<file path="config.mk">
export PLATFORM = sky130hd
export DESIGN_NAME = gyro_wheel_twist_fuser_flat
export DESIGN_NICKNAME = d
export VERILOG_FILES = /design/src/hdl/gwtf_pkg.sv /design/src/hdl/gwtf_if.sv /design/src/hdl/gyro_wheel_twist_fuser.sv /design/src/hdl/gwtf_front.sv /design/src/hdl/gwtf_queue.sv /design/src/hdl/gwtf_back.sv /design/src/flat_wrapper.sv
export SDC_FILE = /design/constraint.sdc
export NUM_CORES = 2
export LEC_CHECK = 0
export BUFFER_PORTS_ARGS = -buffer_cell sky130_fd_sc_hd__buf_2
export CORE_MARGIN = 2
export CORE_UTILIZATION = 30
export CTS_CLUSTER_SIZE = 14
export DETAILED_ROUTE_END_ITERATION = 8
export PLACE_DENSITY_LB_ADDON = 0.1
export SETUP_SLACK_MARGIN = 0.4
export SLEW_MARGIN = 20
export SYNTH_ARGS = -nofsm -noshare
export SYNTH_HDL_FRONTEND = slang
export SYNTH_SLANG_ARGS = --single-unit
</file>
<file path="constraint.sdc">
create_clock -name clk -period 36.4 [get_ports clk]
set_input_delay 1.82 -clock clk [delete_from_list [all_inputs] [get_ports clk]]
set_output_delay 1.82 -clock clk [all_outputs]
set_load 0.02 [all_outputs]
</file>
<file path="src/hdl/gwtf_pkg.sv">
package gwtf_pkg;

  localparam int SUM_W = 40;
  localparam int CNT_W = 8;
  localparam int STAMP_W = 63;
  localparam int DIV_STEPS = SUM_W / 2;
  localparam int STEP_W = $clog2(DIV_STEPS);

  localparam logic [CNT_W-1:0] MAX_SAMPLES = CNT_W'(255);
  localparam logic OPC_WHEEL = 1'b0;
  localparam logic OPC_GYRO = 1'b1;

  localparam int REG_TIMEOUT = 0;
  localparam int REG_THRESH = 1;

  localparam logic [SUM_W-1:0] SUM_MAX = {1'b0, {(SUM_W-1){1'b1}}};
  localparam logic [SUM_W-1:0] SUM_MIN = {1'b1, {(SUM_W-1){1'b0}}};

  typedef struct packed {
    logic [31:0] timeout_us;
    logic [30:0] stop_threshold;
  } cfg_t;

  typedef struct packed {
    logic [STAMP_W-1:0] stamp;
    logic [CNT_W-1:0] wn;
    logic [CNT_W-1:0] gn;
    logic signed [SUM_W-1:0] vx_sum;
    logic signed [SUM_W-1:0] vvar_sum;
    logic signed [SUM_W-1:0] wx_sum;
    logic signed [SUM_W-1:0] wy_sum;
    logic signed [SUM_W-1:0] wz_sum;
    logic signed [SUM_W-1:0] gvar_sum;
  } job_t;

endpackage

</file>
<file path="src/hdl/gwtf_if.sv">
interface gwtf_in_if;
  logic valid;
  logic ready;
  logic opcode;
  logic [62:0] stamp_us;
  logic [31:0] age_us;
  logic signed [31:0] vx;
  logic signed [31:0] vx_var;
  logic signed [31:0] gx;
  logic signed [31:0] gy;
  logic signed [31:0] gz;
  logic signed [31:0] gyro_var_x;
  logic signed [31:0] gyro_var_y;
  logic signed [31:0] gyro_var_z;

  modport source (output valid, opcode, stamp_us, age_us, vx, vx_var, gx, gy, gz,
                  gyro_var_x, gyro_var_y, gyro_var_z, input ready);
  modport sink (input valid, opcode, stamp_us, age_us, vx, vx_var, gx, gy, gz,
                gyro_var_x, gyro_var_y, gyro_var_z, output ready);
endinterface

interface gwtf_out_if;
  logic valid;
  logic ready;
  logic [62:0] fused_stamp_us;
  logic signed [31:0] vx_mean;
  logic [30:0] vx_var_out;
  logic signed [31:0] wx_mean;
  logic signed [31:0] wy_mean;
  logic signed [31:0] wz_mean;
  logic [30:0] w_var_out;
  logic stopped;

  modport source (output valid, fused_stamp_us, vx_mean, vx_var_out, wx_mean, wy_mean,
                  wz_mean, w_var_out, stopped, input ready);
  modport sink (input valid, fused_stamp_us, vx_mean, vx_var_out, wx_mean, wy_mean,
                wz_mean, w_var_out, stopped, output ready);
endinterface

</file>
<file path="src/hdl/gyro_wheel_twist_fuser.sv">
// Fuses wheel forward speed with gyro angular rates into one twist word.
// Input words arrive on in_ch with opcode selecting a wheel or a gyro sample;
// an input word is taken whenever valid and ready are both high. Fused words
// leave on out_ch under the same valid/ready rule.
// The front end updates the running sums in the cycle a word is taken, so it
// accepts one word per cycle as long as its two-entry job queue has room.
// A word that completes a fusion pushes a snapshot of the sums into the queue.
// The back end divides six sums by their counts in parallel lanes, two
// quotient bits per cycle, then divides both variance lanes by the count
// again. The back end pops the next job only once it is idle again, after
// the fused word of the current job has gone into the output register.
// When out_ch stalls the result holds in the output register, the back end
// waits with the next result, and the queue then fills and drops in_ch.ready.
// Reset (rst, synchronous) clears all sums, counts and seen flags and loads
// timeout_us = 200000 and stop_threshold = 655. The APB port holds timeout_us
// at address 0 and stop_threshold at address 4; write them while idle.
module gyro_wheel_twist_fuser (
  input  logic clk,
  input  logic rst,
  input  logic psel,
  input  logic penable,
  input  logic pwrite,
  input  logic [2:0] paddr,
  input  logic [31:0] pwdata,
  output logic [31:0] prdata,
  output logic pready,
  gwtf_in_if.sink in_ch,
  gwtf_out_if.source out_ch
);
  import gwtf_pkg::*;

  cfg_t cfg;
  job_t wr_job, rd_job;
  logic push, pop, q_full, q_valid;

  assign pready = 1'b1;
  assign prdata = paddr[2] ? {1'b0, cfg.stop_threshold} : cfg.timeout_us;

  always_ff @(posedge clk) begin
    if (rst) begin
      cfg.timeout_us <= 32'd200000;
      cfg.stop_threshold <= 31'd655;
    end else if (psel && penable && pwrite && pready) begin
      if (paddr[2]) cfg.stop_threshold <= pwdata[30:0];
      else cfg.timeout_us <= pwdata;
    end
  end

  gwtf_front u_front (
    .clk(clk), .rst(rst), .cfg(cfg), .in_ch(in_ch),
    .q_full(q_full), .push(push), .job(wr_job)
  );

  gwtf_queue u_queue (
    .clk(clk), .rst(rst), .push(push), .wr_job(wr_job), .full(q_full),
    .pop(pop), .valid(q_valid), .rd_job(rd_job)
  );

  gwtf_back u_back (
    .clk(clk), .rst(rst), .cfg(cfg), .job_valid(q_valid), .job(rd_job),
    .pop(pop), .out_ch(out_ch)
  );
endmodule

</file>
<file path="src/hdl/gwtf_front.sv">
module gwtf_front (
  input  logic clk,
  input  logic rst,
  input  gwtf_pkg::cfg_t cfg,
  gwtf_in_if.sink in_ch,
  input  logic q_full,
  output logic push,
  output gwtf_pkg::job_t job
);
  import gwtf_pkg::*;

  function automatic logic [SUM_W-1:0] sat_add(input logic [SUM_W-1:0] a,
                                               input logic [31:0] b);
    logic signed [SUM_W:0] r;
    r = $signed({a[SUM_W-1], a}) + $signed({{(SUM_W-31){b[31]}}, b});
    if (r > $signed({1'b0, SUM_MAX})) return SUM_MAX;
    if (r < $signed({1'b1, SUM_MIN})) return SUM_MIN;
    return r[SUM_W-1:0];
  endfunction

  logic wheel_seen, wheel_seen_next, gyro_seen, gyro_seen_next;
  logic [CNT_W-1:0] wn, wn_upd, gn, gn_upd;
  logic [SUM_W-1:0] vx_sum, vx_sum_upd, vvar_sum, vvar_sum_upd, gvar_sum, gvar_sum_upd;
  logic [SUM_W-1:0] wx_sum, wx_sum_upd, wy_sum, wy_sum_upd, wz_sum, wz_sum_upd;
  logic [STAMP_W-1:0] wstamp, wstamp_upd, gstamp, gstamp_upd;
  logic fire, stale, clear;
  logic [31:0] m;

  assign in_ch.ready = !q_full;
  assign fire = in_ch.valid && in_ch.ready;
  assign stale = in_ch.age_us > cfg.timeout_us;

  always_comb begin
    m = 32'd0;
    if ($signed(in_ch.gyro_var_x) > $signed(m)) m = in_ch.gyro_var_x;
    if ($signed(in_ch.gyro_var_y) > $signed(m)) m = in_ch.gyro_var_y;
    if ($signed(in_ch.gyro_var_z) > $signed(m)) m = in_ch.gyro_var_z;
  end

  always_comb begin
    wheel_seen_next = wheel_seen;
    gyro_seen_next = gyro_seen;
    wn_upd = wn;
    gn_upd = gn;
    vx_sum_upd = vx_sum;
    vvar_sum_upd = vvar_sum;
    wx_sum_upd = wx_sum;
    wy_sum_upd = wy_sum;
    wz_sum_upd = wz_sum;
    gvar_sum_upd = gvar_sum;
    wstamp_upd = wstamp;
    gstamp_upd = gstamp;
    clear = 1'b0;
    push = 1'b0;
    if (fire) begin
      if (in_ch.opcode == OPC_WHEEL) begin
        wheel_seen_next = 1'b1;
        if (gyro_seen) begin
          if (stale) begin
            clear = 1'b1;
          end else if (wn < MAX_SAMPLES) begin
            vx_sum_upd = sat_add(vx_sum, in_ch.vx);
            vvar_sum_upd = sat_add(vvar_sum, in_ch.vx_var);
            wstamp_upd = in_ch.stamp_us;
            wn_upd = wn + 1'b1;
            if (gn != '0) begin
              push = 1'b1;
              clear = 1'b1;
            end
          end
        end
      end else begin
        gyro_seen_next = 1'b1;
        if (!wheel_seen || stale) begin
          clear = 1'b1;
        end else if (gn < MAX_SAMPLES) begin
          wx_sum_upd = sat_add(wx_sum, in_ch.gx);
          wy_sum_upd = sat_add(wy_sum, in_ch.gy);
          wz_sum_upd = sat_add(wz_sum, in_ch.gz);
          gvar_sum_upd = sat_add(gvar_sum, m);
          gstamp_upd = in_ch.stamp_us;
          gn_upd = gn + 1'b1;
          if (wn != '0) begin
            push = 1'b1;
            clear = 1'b1;
          end
        end
      end
    end
  end

  always_comb begin
    job.stamp = (wstamp_upd < gstamp_upd) ? gstamp_upd : wstamp_upd;
    job.wn = wn_upd;
    job.gn = gn_upd;
    job.vx_sum = vx_sum_upd;
    job.vvar_sum = vvar_sum_upd;
    job.wx_sum = wx_sum_upd;
    job.wy_sum = wy_sum_upd;
    job.wz_sum = wz_sum_upd;
    job.gvar_sum = gvar_sum_upd;
  end

  always_ff @(posedge clk) begin
    if (rst) begin
      wheel_seen <= 1'b0;
      gyro_seen <= 1'b0;
      wn <= '0;
      gn <= '0;
      vx_sum <= '0;
      vvar_sum <= '0;
      wx_sum <= '0;
      wy_sum <= '0;
      wz_sum <= '0;
      gvar_sum <= '0;
      wstamp <= '0;
      gstamp <= '0;
    end else begin
      wheel_seen <= wheel_seen_next;
      gyro_seen <= gyro_seen_next;
      if (clear) begin
        wn <= '0;
        gn <= '0;
        vx_sum <= '0;
        vvar_sum <= '0;
        wx_sum <= '0;
        wy_sum <= '0;
        wz_sum <= '0;
        gvar_sum <= '0;
        wstamp <= '0;
        gstamp <= '0;
      end else begin
        wn <= wn_upd;
        gn <= gn_upd;
        vx_sum <= vx_sum_upd;
        vvar_sum <= vvar_sum_upd;
        wx_sum <= wx_sum_upd;
        wy_sum <= wy_sum_upd;
        wz_sum <= wz_sum_upd;
        gvar_sum <= gvar_sum_upd;
        wstamp <= wstamp_upd;
        gstamp <= gstamp_upd;
      end
    end
  end
endmodule

</file>
<file path="src/hdl/gwtf_queue.sv">
module gwtf_queue (
  input  logic clk,
  input  logic rst,
  input  logic push,
  input  gwtf_pkg::job_t wr_job,
  output logic full,
  input  logic pop,
  output logic valid,
  output gwtf_pkg::job_t rd_job
);
  import gwtf_pkg::*;

  job_t slots [2];
  logic wr_ptr, rd_ptr;
  logic [1:0] count;

  assign full = count == 2'd2;
  assign valid = count != 2'd0;
  assign rd_job = slots[rd_ptr];

  always_ff @(posedge clk) begin
    if (push) slots[wr_ptr] <= wr_job;
  end

  always_ff @(posedge clk) begin
    if (rst) begin
      wr_ptr <= 1'b0;
      rd_ptr <= 1'b0;
      count <= 2'd0;
    end else begin
      if (push) wr_ptr <= !wr_ptr;
      if (pop) rd_ptr <= !rd_ptr;
      count <= count + {1'b0, push} - {1'b0, pop};
    end
  end
endmodule

</file>
<file path="src/hdl/gwtf_back.sv">
module gwtf_back (
  input  logic clk,
  input  logic rst,
  input  gwtf_pkg::cfg_t cfg,
  input  logic job_valid,
  input  gwtf_pkg::job_t job,
  output logic pop,
  gwtf_out_if.source out_ch
);
  import gwtf_pkg::*;

  localparam logic [1:0] S_IDLE = 2'd0;
  localparam logic [1:0] S_DIV1 = 2'd1;
  localparam logic [1:0] S_DIV2 = 2'd2;
  localparam logic [1:0] S_FIN = 2'd3;
  localparam int LANES = 6;
  localparam int L_VX = 0;
  localparam int L_VVAR = 1;
  localparam int L_WX = 2;
  localparam int L_WY = 3;
  localparam int L_WZ = 4;
  localparam int L_GVAR = 5;

  function automatic logic [CNT_W+SUM_W-1:0] div_step2(input logic [CNT_W-1:0] r,
                                                       input logic [SUM_W-1:0] q,
                                                       input logic [CNT_W-1:0] d);
    logic [CNT_W:0] t;
    logic [CNT_W-1:0] rr;
    logic [SUM_W-1:0] qq;
    logic ge;
    rr = r;
    qq = q;
    for (int k = 0; k < 2; k++) begin
      t = {rr, qq[SUM_W-1]};
      ge = t >= {1'b0, d};
      qq = {qq[SUM_W-2:0], ge};
      if (ge) t = t - {1'b0, d};
      rr = t[CNT_W-1:0];
    end
    return {rr, qq};
  endfunction

  function automatic logic [SUM_W-1:0] mag(input logic [SUM_W-1:0] s);
    return s[SUM_W-1] ? -s : s;
  endfunction

  function automatic logic [31:0] mean_out(input logic [SUM_W-1:0] q, input logic n);
    if (n) return (q > SUM_W'(33'h80000000)) ? 32'h80000000 : -q[31:0];
    return (q > SUM_W'(32'h7fffffff)) ? 32'h7fffffff : q[31:0];
  endfunction

  function automatic logic [31:0] mean_abs(input logic [SUM_W-1:0] q, input logic n);
    if (n) return (q > SUM_W'(33'h80000000)) ? 32'h80000000 : q[31:0];
    return (q > SUM_W'(32'h7fffffff)) ? 32'h7fffffff : q[31:0];
  endfunction

  function automatic logic [30:0] var_res(input logic [SUM_W-1:0] q, input logic n);
    if (n) return '0;
    return (q > SUM_W'(31'h7fffffff)) ? 31'h7fffffff : q[30:0];
  endfunction

  logic [1:0] state;
  logic [STEP_W-1:0] step;
  logic [CNT_W-1:0] rem [LANES];
  logic [SUM_W-1:0] quo [LANES];
  logic [CNT_W+SUM_W-1:0] nxt [LANES];
  logic neg [LANES];
  logic [CNT_W-1:0] wn, gn;
  logic [STAMP_W-1:0] stamp;
  logic [SUM_W-1:0] sums [LANES];
  logic last, emit;

  assign sums[L_VX] = job.vx_sum;
  assign sums[L_VVAR] = job.vvar_sum;
  assign sums[L_WX] = job.wx_sum;
  assign sums[L_WY] = job.wy_sum;
  assign sums[L_WZ] = job.wz_sum;
  assign sums[L_GVAR] = job.gvar_sum;

  assign last = step == STEP_W'(DIV_STEPS - 1);
  assign pop = state == S_IDLE && job_valid;
  assign emit = state == S_FIN && (!out_ch.valid || out_ch.ready);

  always_comb begin
    for (int i = 0; i < LANES; i++) begin
      nxt[i] = div_step2(rem[i], quo[i], (i < L_WX) ? wn : gn);
    end
  end

  always_ff @(posedge clk) begin
    if (rst) begin
      state <= S_IDLE;
      step <= '0;
      out_ch.valid <= 1'b0;
    end else begin
      if (emit) out_ch.valid <= 1'b1;
      else if (out_ch.ready) out_ch.valid <= 1'b0;
      unique case (state)
        S_IDLE: begin
          step <= '0;
          if (job_valid) state <= S_DIV1;
        end
        S_DIV1: begin
          step <= last ? '0 : step + 1'b1;
          if (last) state <= S_DIV2;
        end
        S_DIV2: begin
          step <= last ? '0 : step + 1'b1;
          if (last) state <= S_FIN;
        end
        S_FIN: begin
          if (emit) state <= S_IDLE;
        end
        default: state <= S_IDLE;
      endcase
    end
  end

  always_ff @(posedge clk) begin
    case (state)
      S_IDLE: begin
        wn <= job.wn;
        gn <= job.gn;
        stamp <= job.stamp;
        for (int i = 0; i < LANES; i++) begin
          rem[i] <= '0;
          quo[i] <= mag(sums[i]);
          neg[i] <= sums[i][SUM_W-1];
        end
      end
      S_DIV1: begin
        for (int i = 0; i < LANES; i++) begin
          quo[i] <= nxt[i][SUM_W-1:0];
          rem[i] <= (last && (i == L_VVAR || i == L_GVAR)) ? '0 : nxt[i][CNT_W+SUM_W-1:SUM_W];
        end
      end
      S_DIV2: begin
        quo[L_VVAR] <= nxt[L_VVAR][SUM_W-1:0];
        rem[L_VVAR] <= nxt[L_VVAR][CNT_W+SUM_W-1:SUM_W];
        quo[L_GVAR] <= nxt[L_GVAR][SUM_W-1:0];
        rem[L_GVAR] <= nxt[L_GVAR][CNT_W+SUM_W-1:SUM_W];
      end
      default: ;
    endcase
  end

  always_ff @(posedge clk) begin
    if (emit) begin
      out_ch.fused_stamp_us <= stamp;
      out_ch.vx_mean <= mean_out(quo[L_VX], neg[L_VX]);
      out_ch.vx_var_out <= var_res(quo[L_VVAR], neg[L_VVAR]);
      out_ch.wx_mean <= mean_out(quo[L_WX], neg[L_WX]);
      out_ch.wy_mean <= mean_out(quo[L_WY], neg[L_WY]);
      out_ch.wz_mean <= mean_out(quo[L_WZ], neg[L_WZ]);
      out_ch.w_var_out <= var_res(quo[L_GVAR], neg[L_GVAR]);
      out_ch.stopped <= mean_abs(quo[L_WZ], neg[L_WZ]) < {1'b0, cfg.stop_threshold} &&
                        mean_abs(quo[L_VX], neg[L_VX]) < {1'b0, cfg.stop_threshold};
    end
  end
endmodule
</file>
<file path="src/flat_wrapper.sv">
// flat-port wrapper written by rule: the top's interface ports become plain ports
module gyro_wheel_twist_fuser_flat import gwtf_pkg::*;
  (clk, rst, psel, penable, pwrite, paddr, pwdata, prdata, pready, in_ch_valid, in_ch_opcode, in_ch_stamp_us, in_ch_age_us, in_ch_vx, in_ch_vx_var, in_ch_gx, in_ch_gy, in_ch_gz, in_ch_gyro_var_x, in_ch_gyro_var_y, in_ch_gyro_var_z, in_ch_ready, out_ch_valid, out_ch_fused_stamp_us, out_ch_vx_mean, out_ch_vx_var_out, out_ch_wx_mean, out_ch_wy_mean, out_ch_wz_mean, out_ch_w_var_out, out_ch_stopped, out_ch_ready);
  gwtf_in_if in_ch_i ();
  gwtf_out_if out_ch_i ();
  input  logic clk;
  input  logic rst;
  input  logic psel;
  input  logic penable;
  input  logic pwrite;
  input  logic [2:0] paddr;
  input  logic [31:0] pwdata;
  output logic [31:0] prdata;
  output logic pready;
  input wire logic [$bits(in_ch_i.valid)-1:0] in_ch_valid;
  input wire logic [$bits(in_ch_i.opcode)-1:0] in_ch_opcode;
  input wire logic [$bits(in_ch_i.stamp_us)-1:0] in_ch_stamp_us;
  input wire logic [$bits(in_ch_i.age_us)-1:0] in_ch_age_us;
  input wire logic [$bits(in_ch_i.vx)-1:0] in_ch_vx;
  input wire logic [$bits(in_ch_i.vx_var)-1:0] in_ch_vx_var;
  input wire logic [$bits(in_ch_i.gx)-1:0] in_ch_gx;
  input wire logic [$bits(in_ch_i.gy)-1:0] in_ch_gy;
  input wire logic [$bits(in_ch_i.gz)-1:0] in_ch_gz;
  input wire logic [$bits(in_ch_i.gyro_var_x)-1:0] in_ch_gyro_var_x;
  input wire logic [$bits(in_ch_i.gyro_var_y)-1:0] in_ch_gyro_var_y;
  input wire logic [$bits(in_ch_i.gyro_var_z)-1:0] in_ch_gyro_var_z;
  output wire logic [$bits(in_ch_i.ready)-1:0] in_ch_ready;
  output wire logic [$bits(out_ch_i.valid)-1:0] out_ch_valid;
  output wire logic [$bits(out_ch_i.fused_stamp_us)-1:0] out_ch_fused_stamp_us;
  output wire logic [$bits(out_ch_i.vx_mean)-1:0] out_ch_vx_mean;
  output wire logic [$bits(out_ch_i.vx_var_out)-1:0] out_ch_vx_var_out;
  output wire logic [$bits(out_ch_i.wx_mean)-1:0] out_ch_wx_mean;
  output wire logic [$bits(out_ch_i.wy_mean)-1:0] out_ch_wy_mean;
  output wire logic [$bits(out_ch_i.wz_mean)-1:0] out_ch_wz_mean;
  output wire logic [$bits(out_ch_i.w_var_out)-1:0] out_ch_w_var_out;
  output wire logic [$bits(out_ch_i.stopped)-1:0] out_ch_stopped;
  input wire logic [$bits(out_ch_i.ready)-1:0] out_ch_ready;
  assign in_ch_i.valid = in_ch_valid;
  assign in_ch_i.opcode = in_ch_opcode;
  assign in_ch_i.stamp_us = in_ch_stamp_us;
  assign in_ch_i.age_us = in_ch_age_us;
  assign in_ch_i.vx = in_ch_vx;
  assign in_ch_i.vx_var = in_ch_vx_var;
  assign in_ch_i.gx = in_ch_gx;
  assign in_ch_i.gy = in_ch_gy;
  assign in_ch_i.gz = in_ch_gz;
  assign in_ch_i.gyro_var_x = in_ch_gyro_var_x;
  assign in_ch_i.gyro_var_y = in_ch_gyro_var_y;
  assign in_ch_i.gyro_var_z = in_ch_gyro_var_z;
  assign in_ch_ready = in_ch_i.ready;
  assign out_ch_valid = out_ch_i.valid;
  assign out_ch_fused_stamp_us = out_ch_i.fused_stamp_us;
  assign out_ch_vx_mean = out_ch_i.vx_mean;
  assign out_ch_vx_var_out = out_ch_i.vx_var_out;
  assign out_ch_wx_mean = out_ch_i.wx_mean;
  assign out_ch_wy_mean = out_ch_i.wy_mean;
  assign out_ch_wz_mean = out_ch_i.wz_mean;
  assign out_ch_w_var_out = out_ch_i.w_var_out;
  assign out_ch_stopped = out_ch_i.stopped;
  assign out_ch_i.ready = out_ch_ready;
  gyro_wheel_twist_fuser u_core (.clk(clk), .rst(rst), .psel(psel), .penable(penable), .pwrite(pwrite), .paddr(paddr), .pwdata(pwdata), .prdata(prdata), .pready(pready), .in_ch(in_ch_i), .out_ch(out_ch_i));
endmodule
</file>
==> summary.md <==
| Metric | Value |
|---|---|
| Vias per cell | between 5 and 6 |
| Final antenna-violating net count | 0 |
| CP required | 37.15 ns |
| Reg2Reg Depth | 26 |
| Status | complete, no violations |
| Maximum vdd drop | 48.5 uV |
| Nets@finish | approximately 11,000 |
| R2r endpoint | u_core.u_queue.slots[0][275] |
| Power Total | 7.21 mW |
| # Post-CTS Setup Buffers | 0 |
| Fin crit period | 11.89 ns |
| H-tree Lvls | 4 |
| Final hold violations | 0 |
| Largest stage delay, worst path | between 0.8 and 0.9 ns |
| Worst-path clk slew | 0.06 ns |
| PwrDens | roughly 63 nW/um2 |
| # setup viols final | 0 |
| Syn avg cell area | 9.97 um2 |
| Cell taking the most area after synthesis | edfxtp_1 |
| DRC violations left | 0 |
| Synth warnings | 0 |
| Initial antenna violation count | ~110 |
| Clock root cell | clkbuf_16 |
| Most frequent cells in the layout | edfxtp_1 (1,265), nand2_1 (1,004), nor2_1 (996) |
| # hold bufs at CTS | 0 |
| CP Capture Type | flop |
| Cell variety after synth | 90 |
| Hold Path Class | reg2reg |
| Critical-path maximum fanout | 32 |
| CTS tree | done |
| Hold Path End | u_core.u_back.out_ch.fused_stamp_us[31] |
| FP Rows | 210 |
| Final period util | between 30% and 40% |
| Vias in the first global route | approximately 74,000 |
| Worst Path Arrival | roughly 13 ns |
| Final TNS setup | 0 ns |
| Gr usage total | between 10% and 20% |
| Final HPWL DP | roughly 240 mm |
| Num CTS Buffers | 207 |
| Synth Cell Area | around 100,000 um2 |
| Clk Latency, worst-skew pair | ~0.89 ns |
| Port Buffers | between 600 and 700 |
| Register area share after synthesis | between 40 and 50% |
| Layout cells sized above 1 | a little over an eighth |
| Wire length per cell | approximately 22 um |
| Global placer's final weighted congestion | 0.855 |
| Synth Register Bits | around 1,700 |
| Starting Density | 30.2% |
| DRT iter0 DRCs | slightly above 5,000 |
| Hold depth | 0 |
| Max cap viols | 0 |
| Clock skew | 0.0512 ns |
| DIE AREA | 333,000 um2 |
| CTS resizes | 0 |
| Layout area overhead | 15.6% |
| Buffer depth of the longest clock path | 4 |
| RSZ-0062 raised after global routing | no |
| P_leak | about 44 nW |
| Die Y | slightly below 600 um |
| Largest net degree at the start of global routing | approximately 140 |
| Total Routed Length | 323 mm |
| Critical path class | in2reg |
| Final Slew Violations | 0 |
| Top Ports | 683 |
| Slew margin rel. | 22.2% |
| Prevailing post-synth register cell | edfxtp_1 |
| Area of the core | 327,000 um2 |
| CP Launch Type | input pin |
| Router iterations before antenna repair | 6 |
| Via count | roughly 76,000 |
| Commonest non-fill, non-tap cell in the layout | edfxtp_1 |
| Synth top area share | approximately 39% |
| Overflow after GRT | 0 |
| R2r setup slk | 27.32 ns |
| Async SR Flop Fraction | 0% |
| Chip width | between 500 and 600 um |
| Reg-to-reg startpoint | u_core.cfg[48] |
| Fmax | between 0.08 and 0.09 GHz |
| Worst path slowest cell | o311ai_0 |
| Post-synth EDFFs | 1,265 |
| Syn Inst Count | 9,897 |
| Hold Path Origin | u_core.u_back.stamp[31] |
| Total clock sinks | between 1,500 and 2,000 |
| Worst slew pin tran | around 1.2 ns |
| First-pass GRT wire length | 477 mm |
| Ranking of synthesized cells by area | edfxtp_1 (39%), dfxtp_1 (9.3%), ha_1 (7.3%), mux2i_1 (4.9%), o21ai_0 (3.9%) |
## worst max-delay path, delay by kind of cell
kind                       cells  cell delay (ns)
AOI/OAI and AO/OA             19             4.78
adders and majority gates      3             0.82
and+or+nand+nor               12             2.71
buffers and inverters          4             1.18
muxes                          3             1.26
## layer usage
layer,part of all wire (%),wire length (um),vias up,track usage (%)
met1,48,154000,36400,26.4
met2,43,139000,1659,28.7
met5,0.15,484,-,0
met3,6.3,20400,491,4.17
li1,-,-,37300,-
met4,2.6,8280,78,4.88
## how the worst max path moves through the flow
stage / from / end / slack (ns) / cells past startpoint
2_1_floorplan: in_ch_age_us[21] / u_core.u_queue.slots[1][0] / 17.51 / 11
3_3_place_gp: in_ch_gyro_var_x[8] / u_core.u_queue.slots[0][24] / 23.43 / 40
3_5_place_dp: in_ch_gyro_var_x[8] / u_core.u_queue.slots[1][24] / 23.54 / 40
4_1_cts: in_ch_gyro_var_x[8] / u_core.u_front.gvar_sum[24] / 24.46 / 41
5_1_grt: in_ch_gyro_var_x[8] / u_core.u_front.gvar_sum[24] / 23.57 / 41
6_report: in_ch_gyro_var_x[8] / u_core.u_front.gvar_sum[24] / 24.51 / 41
## metrics by stage
step | hold WS, ns | setup slack (ns) | instance area (um2) | cells | utilization, %
after detailed placement | 0.405 | 23.54 | 107000 | 14600 | 32.6
after CTS | 0.419 | 24.46 | 114000 | 14900 | 34.8
final | 0.419 | 24.51 | 114000 | 15000 | 34.8
after global placement | 0.403 | 23.43 | 107000 | 14600 | 32.6
after global routing | 0.423 | 23.57 | 114000 | 15000 | 34.8
after floorplan | 0.400 | 17.51 | 98600 | 9898 | -
## report_power, final
group	total [mW]	leakage, nW	switching, mW	internal (mW)
sequential	2.73	15.5	0.245	2.48
combinational	2.30	24.9	1.42	0.878
clock	2.19	3.49	0.888	1.30
## state kept, by name (all words and copies together) (netlist names), 32 cells and up, named ones only
name / flops
u_core.u_back.rem: 48
u_core.u_front.wz_sum: 40
u_core.u_back.stamp: 63
u_core.u_front.wx_sum: 40
u_core.u_front.vx_sum: 40
u_core.u_back.out_ch.vx_mean: 32
u_core.u_back.out_ch.fused_stamp_us: 63
u_core.u_back.out_ch.wy_mean: 32
u_core.u_queue.slots: 638
u_core.u_front.wy_sum: 40
u_core.u_back.out_ch.wx_mean: 32
u_core.u_front.gstamp: 63
u_core.u_back.quo: 240
u_core.cfg: 63
u_core.u_back.out_ch.wz_mean: 32
u_core.u_front.vvar_sum: 40
u_core.u_front.wstamp: 63
u_core.u_front.gvar_sum: 40
## Yosys cell counts, drive strengths merged, types with 41 or more instances
| cell type | number |
|---|---|
| maj3 | 44 |
| mux2 | 161 |
| nand3 | 135 |
| and2 | 162 |
| o21a | 68 |
| a211oi | 91 |
| or3 | 57 |
| ha | 576 |
| edfxtp | 1265 |
| buf | 92 |
| o22ai | 63 |
| a31oi | 76 |
| nor4 | 56 |
| xor2 | 204 |
| or2 | 47 |
| o211ai | 56 |
| nand2 | 1004 |
| o21ai | 781 |
| a21oi | 619 |
| nor2b | 108 |
| a21o | 181 |
| and3 | 47 |
| nor2 | 1003 |
| xnor2 | 272 |
| mux2i | 479 |
| nor3b | 54 |
| dfxtp | 460 |
| o311ai | 91 |
| nor3 | 232 |
| clkbuf | 385 |
| inv | 371 |
| o21bai | 44 |
| nand2b | 70 |
| o31ai | 62 |
| a21boi | 41 |
| nand4 | 110 |
## cell families (layout without fill, tap and decap cells)
| kind of cell | Yosys count | in the layout | synth area share, % |
|---|---|---|---|
| AND/OR/NAND/NOR | 3141 | 3141 | 14.6 |
| AO/OA/AOI/OAI | 2426 | 2426 | 15.2 |
| flip-flops | 1725 | 1725 | 47.9 |
| buffers and inverters | 850 | 1549 | 3.31 |
| multiplexers | 640 | 640 | 6.70 |
| adder cells (fa/ha/maj) | 638 | 638 | 8.12 |
| XOR/XNOR | 476 | 476 | 4.23 |
| other | 1 | 32 | 0.00380 |
## final cells by class
cell class                      instances  area (um2)
Tap cell                             4346        5440
Sequential cell                      1725       47200
Inverter                              373        1400
Fill cell                           33100      213000
Clock inverter                        106        1380
Timing Repair Buffer                  788        4290
Antenna cell                           30        75.1
Clock buffer                          282        5790
Multi-Input combinational cell       7323       48400
Note: power is estimated with default switching activity, not from simulation.
